**src/rtl/core/dfe_pkg.sv**
```systemverilog
// Package for the DShot frame encoder: field widths, codes, reset values,
// payload structs and the frame checksum function. No dependencies.
`default_nettype none

package dfe_pkg;

  // Frame and field widths
  localparam int unsigned FRAME_BITS   = 16;
  localparam int unsigned TICK_W       = 16;
  localparam int unsigned THR_W        = 11;
  localparam int unsigned BIT_IDX_W    = 5;
  localparam int unsigned CFG_INDEX_W  = 3;
  localparam int unsigned CFG_DATA_W   = 16;

  // Item selector codes
  localparam logic [1:0] FUNC_TICK     = 2'd0;
  localparam logic [1:0] FUNC_PACKET   = 2'd1;
  localparam logic [1:0] FUNC_THROTTLE = 2'd2;
  localparam logic [1:0] FUNC_RAW      = 2'd3;

  // Status codes
  localparam logic [1:0] STATUS_OK        = 2'd0;
  localparam logic [1:0] STATUS_BUSY      = 2'd1;
  localparam logic [1:0] STATUS_THR_RANGE = 2'd2;

  // Line phase codes
  localparam logic [1:0] PH_IDLE  = 2'd0;
  localparam logic [1:0] PH_BITS  = 2'd1;
  localparam logic [1:0] PH_PAUSE = 2'd2;

  // Register indexes
  localparam logic [CFG_INDEX_W-1:0] REG_BIT_PERIOD = 3'd0;
  localparam logic [CFG_INDEX_W-1:0] REG_ONE_HIGH   = 3'd1;
  localparam logic [CFG_INDEX_W-1:0] REG_ZERO_HIGH  = 3'd2;
  localparam logic [CFG_INDEX_W-1:0] REG_PAUSE      = 3'd3;
  localparam logic [CFG_INDEX_W-1:0] REG_THR_LOW    = 3'd4;
  localparam logic [CFG_INDEX_W-1:0] REG_THR_HIGH   = 3'd5;

  // Register reset values
  localparam logic [TICK_W-1:0] RST_BIT_PERIOD = 16'd133;
  localparam logic [TICK_W-1:0] RST_ONE_HIGH   = 16'd89;
  localparam logic [TICK_W-1:0] RST_ZERO_HIGH  = 16'd44;
  localparam logic [TICK_W-1:0] RST_PAUSE      = 16'd3800;
  localparam logic [THR_W-1:0]  RST_THR_LOW    = 11'd48;
  localparam logic [THR_W-1:0]  RST_THR_HIGH   = 11'd2047;

  typedef struct packed {
    logic [1:0]            func;
    logic [FRAME_BITS-1:0] value;
    logic                  telemetry_request;
  } req_item_t;

  typedef struct packed {
    logic       line_level;
    logic       busy_res;
    logic [1:0] status;
    logic       frame_done;
  } rsp_item_t;

  // Value, telemetry bit, then the XOR of the three nibbles of that 12-bit word.
  function automatic logic [FRAME_BITS-1:0] build_frame(input logic [THR_W-1:0] payload,
                                                        input logic tel);
    logic [11:0] w;
    logic [3:0]  sum;
    w   = {payload, tel};
    sum = w[3:0] ^ w[7:4] ^ w[11:8];
    return {w, sum};
  endfunction

endpackage

`default_nettype wire

```
**src/rtl/core/dfe_stream_if.sv**
```systemverilog
// Valid/ready channel carrying one word of a payload type given as a parameter.
// Depends on nothing; the payload structs come from dfe_pkg at instantiation.
`default_nettype none

interface dfe_stream_if #(
  parameter type payload_t = logic
) ();
  logic     valid;
  logic     ready;
  payload_t data;

  modport source (output valid, output data, input ready);
  modport sink (input valid, input data, output ready);
endinterface

`default_nettype wire

```
**src/rtl/core/dshot_frame_encoder.sv**
```systemverilog
// DShot frame encoder top level: register bank, frame state and result register.
// Depends on dfe_pkg and dfe_stream_if.
//
//   channel | dir | payload                                      | handshake
//   req     | in  | func, value, telemetry_request               | valid/ready
//   rsp     | out | line_level, busy_res, status, frame_done     | valid/ready
//   cfg     | in  | cfg_index, cfg_data                          | cfg_wr_en only
//
// The frame state is updated and the result is registered at the same edge, so a
// new word can be taken every cycle while rsp keeps taking the results.
// The result is held in a single result register; req stalls only while
// that register holds a word that rsp has not taken.
// Reset (rst, synchronous) loads the register defaults and idles the line.
`default_nettype none

module dshot_frame_encoder
  import dfe_pkg::*;
(
  input  wire logic                   clk,
  input  wire logic                   rst,
  dfe_stream_if.sink                  req,
  dfe_stream_if.source                rsp,
  input  wire logic                   cfg_wr_en,
  input  wire logic [CFG_INDEX_W-1:0] cfg_index,
  input  wire logic [CFG_DATA_W-1:0]  cfg_data
);

  // Configuration registers
  logic [TICK_W-1:0] bit_period_ticks;
  logic [TICK_W-1:0] one_high_ticks;
  logic [TICK_W-1:0] zero_high_ticks;
  logic [TICK_W-1:0] pause_ticks;
  logic [THR_W-1:0]  throttle_low;
  logic [THR_W-1:0]  throttle_high;

  // Frame state
  logic [FRAME_BITS-1:0] frame_shift, frame_shift_next;
  logic [BIT_IDX_W-1:0]  bit_index, bit_index_next;
  logic [TICK_W-1:0]     tick_count, tick_count_next;
  logic [1:0]            phase, phase_next;

  // Result register
  logic      rsp_valid;
  rsp_item_t rsp_data;
  rsp_item_t result;

  logic        req_fire;
  logic [1:0]  func;
  logic        is_tick;
  logic        thr_bad;
  logic [TICK_W:0]      tick_inc;
  logic [BIT_IDX_W-1:0] bit_index_inc;
  logic        bit_end;
  logic        pause_end;
  logic        level_now;

  assign req.ready  = !rsp_valid || rsp.ready;
  assign req_fire   = req.valid && req.ready;
  assign rsp.valid  = rsp_valid;
  assign rsp.data   = rsp_data;

  assign func    = req.data.func;
  assign is_tick = (func == FUNC_TICK);

  // Line level for a given state: high while the count is below the bit's high time.
  function automatic logic line_of(input logic [1:0] ph, input logic [FRAME_BITS-1:0] sh,
                                   input logic [TICK_W-1:0] cnt,
                                   input logic [TICK_W-1:0] one_hi,
                                   input logic [TICK_W-1:0] zero_hi);
    logic [TICK_W-1:0] hi;
    hi = sh[FRAME_BITS-1] ? one_hi : zero_hi;
    return (ph == PH_BITS) && (cnt < hi);
  endfunction

  // Configuration writes; indexes beyond the list are dropped.
  always_ff @(posedge clk) begin
    if (rst) begin
      bit_period_ticks <= RST_BIT_PERIOD;
      one_high_ticks   <= RST_ONE_HIGH;
      zero_high_ticks  <= RST_ZERO_HIGH;
      pause_ticks      <= RST_PAUSE;
      throttle_low     <= RST_THR_LOW;
      throttle_high    <= RST_THR_HIGH;
    end else if (cfg_wr_en) begin
      case (cfg_index)
        REG_BIT_PERIOD: bit_period_ticks <= cfg_data;
        REG_ONE_HIGH:   one_high_ticks   <= cfg_data;
        REG_ZERO_HIGH:  zero_high_ticks  <= cfg_data;
        REG_PAUSE:      pause_ticks      <= cfg_data;
        REG_THR_LOW:    throttle_low     <= cfg_data[THR_W-1:0];
        REG_THR_HIGH:   throttle_high    <= cfg_data[THR_W-1:0];
        default: ;
      endcase
    end
  end

  // The whole 16-bit value is range checked against the 11-bit limits.
  assign thr_bad = (func == FUNC_THROTTLE) &&
                   ((req.data.value < {5'd0, throttle_low}) ||
                    (req.data.value > {5'd0, throttle_high}));

  assign tick_inc      = {1'b0, tick_count} + {{TICK_W{1'b0}}, 1'b1};
  assign bit_index_inc = bit_index + {{(BIT_IDX_W-1){1'b0}}, 1'b1};
  assign bit_end       = tick_inc >= {1'b0, bit_period_ticks};
  assign pause_end     = tick_inc >= {1'b0, pause_ticks};

  // Next frame state and the result word.
  always_comb begin
    frame_shift_next  = frame_shift;
    bit_index_next    = bit_index;
    tick_count_next   = tick_count;
    phase_next        = phase;
    result.status     = STATUS_OK;
    result.frame_done = 1'b0;
    if (is_tick) begin
      case (phase)
        PH_BITS: begin
          if (bit_end) begin
            tick_count_next  = '0;
            frame_shift_next = {frame_shift[FRAME_BITS-2:0], 1'b0};
            bit_index_next   = bit_index_inc;
            if (bit_index_inc >= BIT_IDX_W'(FRAME_BITS)) begin
              if (pause_ticks == '0) begin
                phase_next        = PH_IDLE;
                result.frame_done = 1'b1;
              end else begin
                phase_next = PH_PAUSE;
              end
            end
          end else begin
            tick_count_next = tick_inc[TICK_W-1:0];
          end
        end
        PH_PAUSE: begin
          if (pause_end) begin
            tick_count_next   = '0;
            phase_next        = PH_IDLE;
            result.frame_done = 1'b1;
          end else begin
            tick_count_next = tick_inc[TICK_W-1:0];
          end
        end
        default: ;
      endcase
    end else if (thr_bad) begin
      result.status = STATUS_THR_RANGE;
    end else if (phase != PH_IDLE) begin
      result.status = STATUS_BUSY;
    end else begin
      case (func)
        FUNC_PACKET:   frame_shift_next = build_frame(req.data.value[THR_W-1:0],
                                                      req.data.telemetry_request);
        FUNC_THROTTLE: frame_shift_next = build_frame(req.data.value[THR_W-1:0], 1'b0);
        default:       frame_shift_next = req.data.value;
      endcase
      bit_index_next  = '0;
      tick_count_next = '0;
      phase_next      = PH_BITS;
    end
    // A load shows the level that the next tick will start from.
    result.line_level = is_tick ? level_now
                                : line_of(phase_next, frame_shift_next, tick_count_next,
                                          one_high_ticks, zero_high_ticks);
    result.busy_res   = (phase_next != PH_IDLE);
  end

  // A tick shows the level before it advances.
  assign level_now   = line_of(phase, frame_shift, tick_count,
                               one_high_ticks, zero_high_ticks);

  // State update on each accepted word.
  always_ff @(posedge clk) begin
    if (rst) begin
      frame_shift <= '0;
      bit_index   <= '0;
      tick_count  <= '0;
      phase       <= PH_IDLE;
    end else if (req_fire) begin
      frame_shift <= frame_shift_next;
      bit_index   <= bit_index_next;
      tick_count  <= tick_count_next;
      phase       <= phase_next;
    end
  end

  // Result register: filled by an accepted word, emptied when rsp takes it.
  always_ff @(posedge clk) begin
    if (rst) begin
      rsp_valid <= 1'b0;
    end else if (req_fire) begin
      rsp_valid <= 1'b1;
    end else if (rsp.ready) begin
      rsp_valid <= 1'b0;
    end
  end

  always_ff @(posedge clk) begin
    if (req_fire) begin
      rsp_data <= result;
    end
  end

  // A finished frame always leaves the line idle.
  a_done_idle: assert property (@(posedge clk) disable iff (rst)
    rsp_valid && rsp_data.frame_done |-> !rsp_data.busy_res)
    else $error("frame_done reported while still busy");

  // The bit counter never runs past the frame while bits are sent.
  a_bit_range: assert property (@(posedge clk) disable iff (rst)
    phase == PH_BITS |-> bit_index < BIT_IDX_W'(FRAME_BITS))
    else $error("bit_index beyond frame while sending");

  // An idle line always has a cleared tick count.
  a_idle_count: assert property (@(posedge clk) disable iff (rst)
    phase == PH_IDLE |-> tick_count == '0)
    else $error("tick_count not cleared while idle");

  // A valid load taken while idle starts sending bits.
  a_load_starts: assert property (@(posedge clk) disable iff (rst)
    req_fire && !is_tick && !thr_bad && phase == PH_IDLE |=> phase == PH_BITS)
    else $error("accepted load did not start a frame");

endmodule

`default_nettype wire

```
**src/flat_wrapper.sv**
```systemverilog
// flat-port wrapper written by rule: the top's interface ports become plain ports
module dshot_frame_encoder_flat import dfe_pkg::*;
  (clk, rst, cfg_wr_en, cfg_index, cfg_data, req_valid, req_data, req_ready, rsp_valid, rsp_data, rsp_ready);
  dfe_stream_if #(.payload_t(req_item_t)) req_i ();
  dfe_stream_if #(.payload_t(rsp_item_t)) rsp_i ();
  input  wire logic clk;
  input  wire logic rst;
  input  wire logic cfg_wr_en;
  input  wire logic [CFG_INDEX_W-1:0] cfg_index;
  input  wire logic [CFG_DATA_W-1:0] cfg_data;
  input wire logic [$bits(req_i.valid)-1:0] req_valid;
  input wire logic [$bits(req_i.data)-1:0] req_data;
  output wire logic [$bits(req_i.ready)-1:0] req_ready;
  output wire logic [$bits(rsp_i.valid)-1:0] rsp_valid;
  output wire logic [$bits(rsp_i.data)-1:0] rsp_data;
  input wire logic [$bits(rsp_i.ready)-1:0] rsp_ready;
  assign req_i.valid = req_valid;
  assign req_i.data = req_data;
  assign req_ready = req_i.ready;
  assign rsp_valid = rsp_i.valid;
  assign rsp_data = rsp_i.data;
  assign rsp_i.ready = rsp_ready;
  dshot_frame_encoder u_core (.clk(clk), .rst(rst), .req(req_i), .rsp(rsp_i), .cfg_wr_en(cfg_wr_en), .cfg_index(cfg_index), .cfg_data(cfg_data));
endmodule
```
**config.mk**
```make
export PLATFORM = sky130hd
export DESIGN_NAME = dshot_frame_encoder_flat
export DESIGN_NICKNAME = d
export VERILOG_FILES = /design/src/rtl/core/dfe_pkg.sv /design/src/rtl/core/dfe_stream_if.sv /design/src/rtl/core/dshot_frame_encoder.sv /design/src/flat_wrapper.sv
export SDC_FILE = /design/constraint.sdc
export NUM_CORES = 1
export LEC_CHECK = 0
export BUFFER_PORTS_ARGS = -buffer_cell sky130_fd_sc_hd__buf_2
export CAP_MARGIN = 20
export CORE_UTILIZATION = 56
export DETAILED_ROUTE_END_ITERATION = 6
export HOLD_SLACK_MARGIN = 0.02
export PLACE_DENSITY = 0.8
export SLEW_MARGIN = 20
export SYNTH_ARGS = -nofsm -noshare
export SYNTH_HDL_FRONTEND = slang
export SYNTH_SLANG_ARGS = --single-unit
export TNS_END_PERCENT = 1
```
**constraint.sdc**
```tcl
create_clock -name clk -period 5.35 [get_ports clk]
set_input_delay 0.8025 -clock clk [delete_from_list [all_inputs] [get_ports clk]]
set_output_delay 0.8025 -clock clk [all_outputs]
set_load 0.02 [all_outputs]
```
==> results of run 1 <==
-- metrics by stage --
stage          setup TNS, ns  power, W
5_1_grt               -0.102   0.00278
2_1_floorplan              0   0.00134
3_5_place_dp        -0.00404   0.00145
3_3_place_gp               0   0.00144
4_1_cts                    0   0.00268
6_report                   0   0.00270
-- layout make-up --
class	instances	share of cell area
Clock buffer	20	0.0460
Timing Repair Buffer	101	0.0642
Multi-Input combinational cell	818	0.553
Sequential cell	131	0.269
Tap cell	184	0.0232
Clock inverter	12	0.0169
Inverter	73	0.0276
-- state kept, by name, indices dropped and copies added, names as in the netlist --
signal,flops
u_core.bit_period_ticks,16
u_core.frame_shift,16
u_core.one_high_ticks,16
u_core.pause_ticks,16
u_core.tick_count,16
u_core.zero_high_ticks,16
u_core.throttle_high,11
u_core.throttle_low,11
u_core.bit_index,5
u_core.rsp.data,5
u_core.phase,2
u_core.rsp.valid,1
-- cells by family after synthesis --
kind of cell,after synthesis,share of synthesized area
buf+inv,129,0.0622
fa+ha+maj,92,0.134
simple gates,411,0.231
compound gates,257,0.198
flops,131,0.311
xor+xnor,25,0.0255
mux,33,0.0384
-- worst max-delay path: cells and delay by family, from the launching register on --
| kind | cells | cell delay (ns) |
|---|---|---|
| flip-flops | 1 | 0.38 |
| XOR/XNOR | 1 | 0.16 |
| adder cells (fa/ha/maj) | 3 | 0.79 |
| AND/OR/NAND/NOR | 7 | 1.59 |
| AO/OA/AOI/OAI | 12 | 1.82 |
| buffers and inverters | 2 | 0.37 |
-- layout by cell type (no fill, tap or decap), types with 10 or more instances in the layout --
master / n
nand3b_1: 33
nand3_1: 22
o31ai_1: 10
nor2b_1: 10
nor2_1: 59
nor3_1: 15
o21ai_0: 24
o211ai_1: 14
a21oi_1: 104
clkbuf_16: 17
a22o_1: 11
ha_1: 91
a211oi_1: 20
buf_4: 53
mux2i_1: 32
nand4_1: 14
nand2_1: 205
dfxtp_1: 124
buf_2: 48
inv_1: 73
xnor2_1: 16
-- metal layers --
layer | wire length (microns) | track usage | part of all wire | vias up
met5 | 0 | 0 | 0 | -
met1 | 11000 | 0.446 | 0.45 | 3803
li1 | - | - | - | 3939
met4 | 668 | 0.119 | 0.027 | 0
met2 | 10500 | 0.461 | 0.43 | 408
met3 | 2110 | 0.0607 | 0.087 | 76
-- power breakdown --
group / leakage [nW] / internal, W / total [W] / switching (W)
clock network: 0.303 / 0.000768 / 0.00125 / 0.000480
registers: 1.07 / 0.00102 / 0.00104 / 0.0000244
logic: 2.95 / 0.000162 / 0.000414 / 0.000252
total: 4.33 / 0.00195 / 0.00270 / 0.000757
-- repair_timing --
action / in CTS / in global routing
buffers inserted: 0 / 6
resized for setup: 3 / 18
setup endpoints to repair: 1 / 1
gates cloned: 0 / 0
pin swaps: 1 / 11
-- worst max path at each step --
stage                     depth (start not counted)                 end  slack (ns)
after floorplan                                  25  u_core.rsp.data[4]        0.15
after global placement                           21  u_core.rsp.data[4]        0.21
after detailed placement                         21  u_core.rsp.data[4]      -0.004
after CTS                                        25  u_core.rsp.data[4]        0.08
after global routing                             24  u_core.rsp.data[4]       -0.10
final                                            25  u_core.rsp.data[4]        0.07
==> results by group, run 1 <==
Status
  • Status: finished clean

Detailed routing
  • Post-route ant nets: 0
  • Post-Route WL: 24300 microns
  • Drt wl/cell: 18.2 microns
  • Drt pass-1 iters: 5
  • Residual DRC count: 0
  • Routed vias/inst: 6.14
  • DRT iter0 DRCs: 780
  • DR vias: 8226

STA
  • Hold Vio Cnt, Final: 0
  • Final min period: 5.28 ns
  • Slew @ Worst Pin: 0.840 ns
  • Max-slew violation count: 0
  • Slew HR: 0.438
  • Worst hold margin: 0.454 ns
  • Max frequency: 190 MHz
  • Period utilization: 0.986
  • Setup slack after layout: 0.0737 ns
  • Clock Skew: 0.0109 ns
  • # setup viols final: 0

Place
  • IO Port Bufs: 49
  • GP Congestion: 0.938
  • Place WS: -0.00404 ns
  • HPWL after detailed placement: 17300 microns
  • Placed cells: 1300
  • Placement Cell Area: 0.00916 sq mm

Floorplanning
  • Die span in y: 126 microns
  • Core area: 0.0148 sq mm
  • Initial Utilization: 0.583
  • Die area: 0.0158 sq mm
  • I/O Pins: 50
  • Die X: 126 microns
  • Rows: 44

Clock network
  • TritonCTS clock tree: built
  • Clock Sinks: 131
  • Htree depth: 4
  • Clock edge transition at the registers on the reported setup and hold paths: 0.07 ns
  • TritonCTS buffer count: 17
  • Cts hold-fix bufs: 0
  • Clock root buffer: clkbuf_16
  • Clk buf depth: 2
  • Clock Latency Late Sink: 0.43 ns

Logic synthesis
  • Ranking of synthesized cells by area: dfxtp_1 29%, ha_1 13%, nand2_1 9.0%
  • Synth top cells by count: 205 x nand2_1, 126 x dfxtp_1, 107 x a21oi_1, 92 x ha_1, 73 x inv_1
  • Synth top area share: 0.293
  • Synth cell types: 71
  • Post-synth ARST share: 0
  • Count leader, synth: nand2_1
  • Post-synthesis cell count: 1078
  • Top FF cell, synth: dfxtp_1
  • Post-Synthesis Cell Area: 0.00860 sq mm
  • Synth warnings: 0
  • Sequential area share after synthesis: 0.311
  • Mean Syn Cell Area: 7.97 sq um
  • Synth Net Count: 1213
  • Post-synth EDFFs: 5
  • Cell taking the most area after synthesis: dfxtp_1
  • Flops & latches, synth: 131

Critical path
  • Arr. time, crit path: 5.53 ns
  • CP Launch Point: u_core.tick_count[0]
  • Worst setup EP type: register
  • CP startpoint kind: register
  • Reg2Reg Depth: 25
  • Reg2Reg Setup Slack: 0.07 ns
  • Slowest CP cell: dfxtp_2
  • Most used cell along the critical path: o211ai_1
  • CP max FO: 4
  • Setup Crit Path Kind: reg2reg
  • Worst R2R End: u_core.rsp.data[4]
  • WP data required: 5.60 ns
  • Max incr delay on CP: 0.38 ns
  • R2r startpoint: u_core.tick_count[0]

Layout
  • Post-Layout Cell Count: 1339
  • Nets: 1277
  • Ant. Diodes: 0
  • Layout cells sized above 1: 0.152
  • Area growth from synthesis to layout: 15.6%
  • Final core utilization: 0.673
  • Area of the multi-input gates: 0.00549 sq mm
  • Storage element area: 0.00268 sq mm
  • Fillers: 1177
  • Final instance area: 0.00993 sq mm

Hold path
  • Worst hold path startpoint: u_core.bit_period_ticks[3]
  • HP Class: reg2reg
  • Hold Path End: u_core.bit_period_ticks[3]
  • Hold-critical path depth: 2

Power and ir drop
  • Lkg Pwr: 4.33 nW
  • Power per Cell Area: 272 mW/mm^2
  • Worst IR Drop VDD: 0.217 mV

GRT
  • Total gr overflow: 0
  • Initial antenna violation count: 0
  • Global Route Usage Sum: 0.312
  • Vias in the first global route: 7683
  • First-pass GRT wire length: 39200 microns
  • Largest net degree at the start of global routing: 81

Job
  • Max Cap Violations: 0
No activity file was read; power rests on OpenSTA's default activity.
==> inputs of run 2 (changes only) <==
--- a/config.mk
+++ b/config.mk
@@ -7,10 +7,13 @@
 export LEC_CHECK = 0
 export BUFFER_PORTS_ARGS = -buffer_cell sky130_fd_sc_hd__buf_2
 export CAP_MARGIN = 20
-export CORE_UTILIZATION = 56
+export CELL_PAD_IN_SITES_DETAIL_PLACEMENT = 1
+export CELL_PAD_IN_SITES_GLOBAL_PLACEMENT = 2
+export CORE_UTILIZATION = 34
+export CTS_BUF_LIST = sky130_fd_sc_hd__clkbuf_8 sky130_fd_sc_hd__clkbuf_16
 export DETAILED_ROUTE_END_ITERATION = 6
 export HOLD_SLACK_MARGIN = 0.02
-export PLACE_DENSITY = 0.8
+export PLACE_DENSITY = 0.81
 export SLEW_MARGIN = 20
 export SYNTH_ARGS = -nofsm -noshare
 export SYNTH_HDL_FRONTEND = slang
==> run 2 against run 1 <==
Compared with the run above: global-route usage fell by 8.5 points; via count fell by 1.1%; register-to-register slack got worse by 0.04 ns; fmax fell by 0.77%; die area rose by 64%; critical path depth fell by 1; core utilization fell by 25 points; cell count rose by 12%; worst setup slack got worse by 0.041 ns.
==> results by group, run 2 (same netlist as run 1, synthesis figures left out) <==
GRT
  • First-pass GRT wire length: 46000 microns (was 39200 microns)
  • Largest net degree at the start of global routing: 66 (was 81)
  • Initial antenna violation count: 0 (unchanged)
  • Global Route Usage Sum: 0.227 (was 0.312)
  • Total gr overflow: 0 (unchanged)
  • Vias in the first global route: 8234 (was 7683)

Critical path
  • WP data required: 5.62 ns (was 5.60 ns)
  • Setup Crit Path Kind: reg2reg (unchanged)
  • CP cell instances: and3_4, nand3_4, nor3_4, buf_6, nand3_4, xnor2_2, ha_1, nand2_1, or3_4, o22ai_1, o31ai_2, mux2i_1, a221o_1, buf_6, mux2i_2, ha_1, a21oi_2, o211ai_1, o211ai_1, a21oi_1, or3_4, a211oi_4, o211ai_1, o211ai_1
  • Worst setup EP type: register (unchanged)
  • CP startpoint kind: register (unchanged)
  • Arr. time, crit path: 5.58 ns (was 5.53 ns)
  • Most used cell along the critical path: o211ai_1 (unchanged)
  • Slowest CP cell: a221o_1 (was dfxtp_2)
  • CP max FO: 8 (was 4)
  • Max incr delay on CP: 0.41 ns (was 0.38 ns)

Clock network
  • Clock root buffer: clkbuf_16 (unchanged)
  • Clock Latency Late Sink: 0.44 ns (was 0.43 ns)
  • Clk buf depth: 2 (unchanged)
  • Htree depth: 4 (unchanged)
  • TritonCTS clock tree: built (unchanged)
  • Clock edge transition at the registers on the reported setup and hold paths: 0.06 ns (was 0.07 ns)
  • Cts hold-fix bufs: 0 (unchanged)
  • Clock Sinks: 131 (unchanged)
  • TritonCTS buffer count: 17 (unchanged)

Layout
  • Commonest non-fill, non-tap cell in the layout: nand2_1 (unchanged)
  • Area growth from synthesis to layout: 20.9% (was 15.6%)
  • Final instance area: 0.0104 sq mm (was 0.00993 sq mm)
  • Ant. Diodes: 0 (unchanged)
  • Area of the multi-input gates: 0.00559 sq mm (was 0.00549 sq mm)
  • Layout cells sized above 1: 0.174 (was 0.152)
  • Leading cell types in the layout, fill and taps excluded: 205 x nand2_1, 121 x dfxtp_1, 105 x a21oi_1 (was 205 x nand2_1, 124 x dfxtp_1, 104 x a21oi_1)
  • Storage element area: 0.00269 sq mm (was 0.00268 sq mm)
  • Nets: 1299 (was 1277)
  • Fillers: 2985 (was 1177)

Detailed routing
  • Drt pass-1 iters: 5 (unchanged)
  • Post-Route WL: 29500 microns (was 24300 microns)
  • Post-route ant nets: 0 (unchanged)
  • DR vias: 8136 (was 8226)
  • Drt wl/cell: 19.6 microns (was 18.2 microns)
  • Routed vias/inst: 5.42 (was 6.14)
  • Residual DRC count: 0 (unchanged)
  • DRT iter0 DRCs: 408 (was 780)

Floorplanning
  • Initial Utilization: 0.350 (was 0.583)
  • Die X: 161 microns (was 126 microns)
  • I/O Pins: 50 (unchanged)
  • Die span in y: 161 microns (was 126 microns)
  • Core area: 0.0245 sq mm (was 0.0148 sq mm)
  • Die area: 0.0259 sq mm (was 0.0158 sq mm)
  • Rows: 57 (was 44)

STA
  • Slew HR: 0.393 (was 0.438)
  • Period utilization: 0.994 (was 0.986)
  • RSZ-0062 raised after global routing: yes
  • Final min period: 5.32 ns (was 5.28 ns)
  • Max-slew violation count: 0 (unchanged)
  • # setup viols final: 0 (unchanged)
  • Max frequency: 188 MHz (was 190 MHz)
  • Hold Vio Cnt, Final: 0 (unchanged)
  • Clock Skew: 0.0126 ns (was 0.0109 ns)
  • Slew @ Worst Pin: 0.907 ns (was 0.840 ns)

Power and ir drop
  • Power per Cell Area: 264 mW/mm^2 (was 272 mW/mm^2)
  • Internal cell power: 0.00195 W (about the same)
  • Seq pwr share: 0.380 (was 0.385)
  • Worst IR Drop VDD: 0.170 mV (was 0.217 mV)
  • Clock share of power: 0.456 (was 0.462)
  • Total power: 0.00274 W (was 0.00270 W)
  • Net Switching: 0.000790 W (was 0.000757 W)
  • Switching Share: 0.288 (was 0.280)
  • Comb pwr share: 0.165 (was 0.153)
  • Lkg Pwr: 4.44 nW (was 4.33 nW)

Place
  • Placement Cell Area: 0.00939 sq mm (was 0.00916 sq mm)
  • GP Congestion: 0.834 (was 0.938)
  • IO Port Bufs: 49 (unchanged)
  • HPWL after detailed placement: 21200 microns (was 17300 microns)

Status
  • Status: finished clean (unchanged)

Hold path
  • HP Class: reg2reg (unchanged)

Job
  • Max Cap Violations: 0 (unchanged)
## run 2: changes by cell type in the layout (fill, tap and decap cells not counted), sizes merged
| cell | before | now |
|---|---|---|
| inv | 79 | 78 |
| clkbuf | 20 | 19 |
| buf | 101 | 123 |
| clkinv | 2 | 4 |
## run 2: cell type report
| class | instances | area share |
|---|---|---|
| clock buffers | 19 | 0.0436 |
| clock inverters | 13 | 0.0152 |
| well taps | 324 | 0.0390 |
| inverters | 73 | 0.0264 |
| flip-flops and latches | 131 | 0.259 |
| multi-input cells | 818 | 0.538 |
| repair buffers | 123 | 0.0791 |
## run 2: repair_timing
item / CTS / global route
pin swaps: 2 / 28
cloned: 0 / 0
resized for setup: 4 / 39
setup endpoints to repair: 1 / 1
buffers inserted: 1 / 21
## run 2: layer usage
layer	vias to the layer above	global-route usage	part of all wire
met5	-	0	0
met4	0	0.0566	0.014
met3	30	0.0259	0.031
met2	145	0.357	0.45
met1	3974	0.329	0.51
li1	3987	-	-
## run 2: through the flow
stage	setup slack, ns	TNS [ns]	instances	hold slack, ns	utilization
floorplan	0.152	0	1078	0.436	-
global placement	0.0697	0	1447	0.444	0.383
detailed placement	-0.102	-0.102	1447	0.450	0.383
CTS	0.0350	0	1480	0.459	0.409
global route	-0.177	-0.177	1501	0.485	0.423
finish	0.0327	0	1501	0.458	0.423
## run 2: critical path: cells and delay by family (launching register included)
kind	cells	cell delay, ns
mux	2	0.32
buf+inv	2	0.32
xor+xnor	1	0.19
flops	1	0.37
fa+ha+maj	2	0.63
compound gates	10	1.88
simple gates	7	1.47
## run 2: power by group through the flow
stage | sequential, W | combinational (W) | clock [W]
final | 0.00104 | 0.000451 | 0.00125
after global routing | 0.00105 | 0.000495 | 0.00131
after CTS | 0.00104 | 0.000419 | 0.00126
after detailed placement | 0.00106 | 0.000412 | 0
after global placement | 0.00106 | 0.000406 | 0
after floorplan | 0.00106 | 0.000277 | 0
## run 2: worst paths after layout
path / startpoint / endpoint / slack [ns] / cells past startpoint
worst min register to register: u_core.bit_period_ticks[12] / u_core.bit_period_ticks[12] / 0.46 / 2
worst max-delay path: u_core.tick_count[2] / u_core.rsp.data[4] / 0.03 / 24
worst max register to register: u_core.tick_count[2] / u_core.rsp.data[4] / 0.03 / 24
worst min-delay path: u_core.bit_period_ticks[12] / u_core.bit_period_ticks[12] / 0.46 / 2
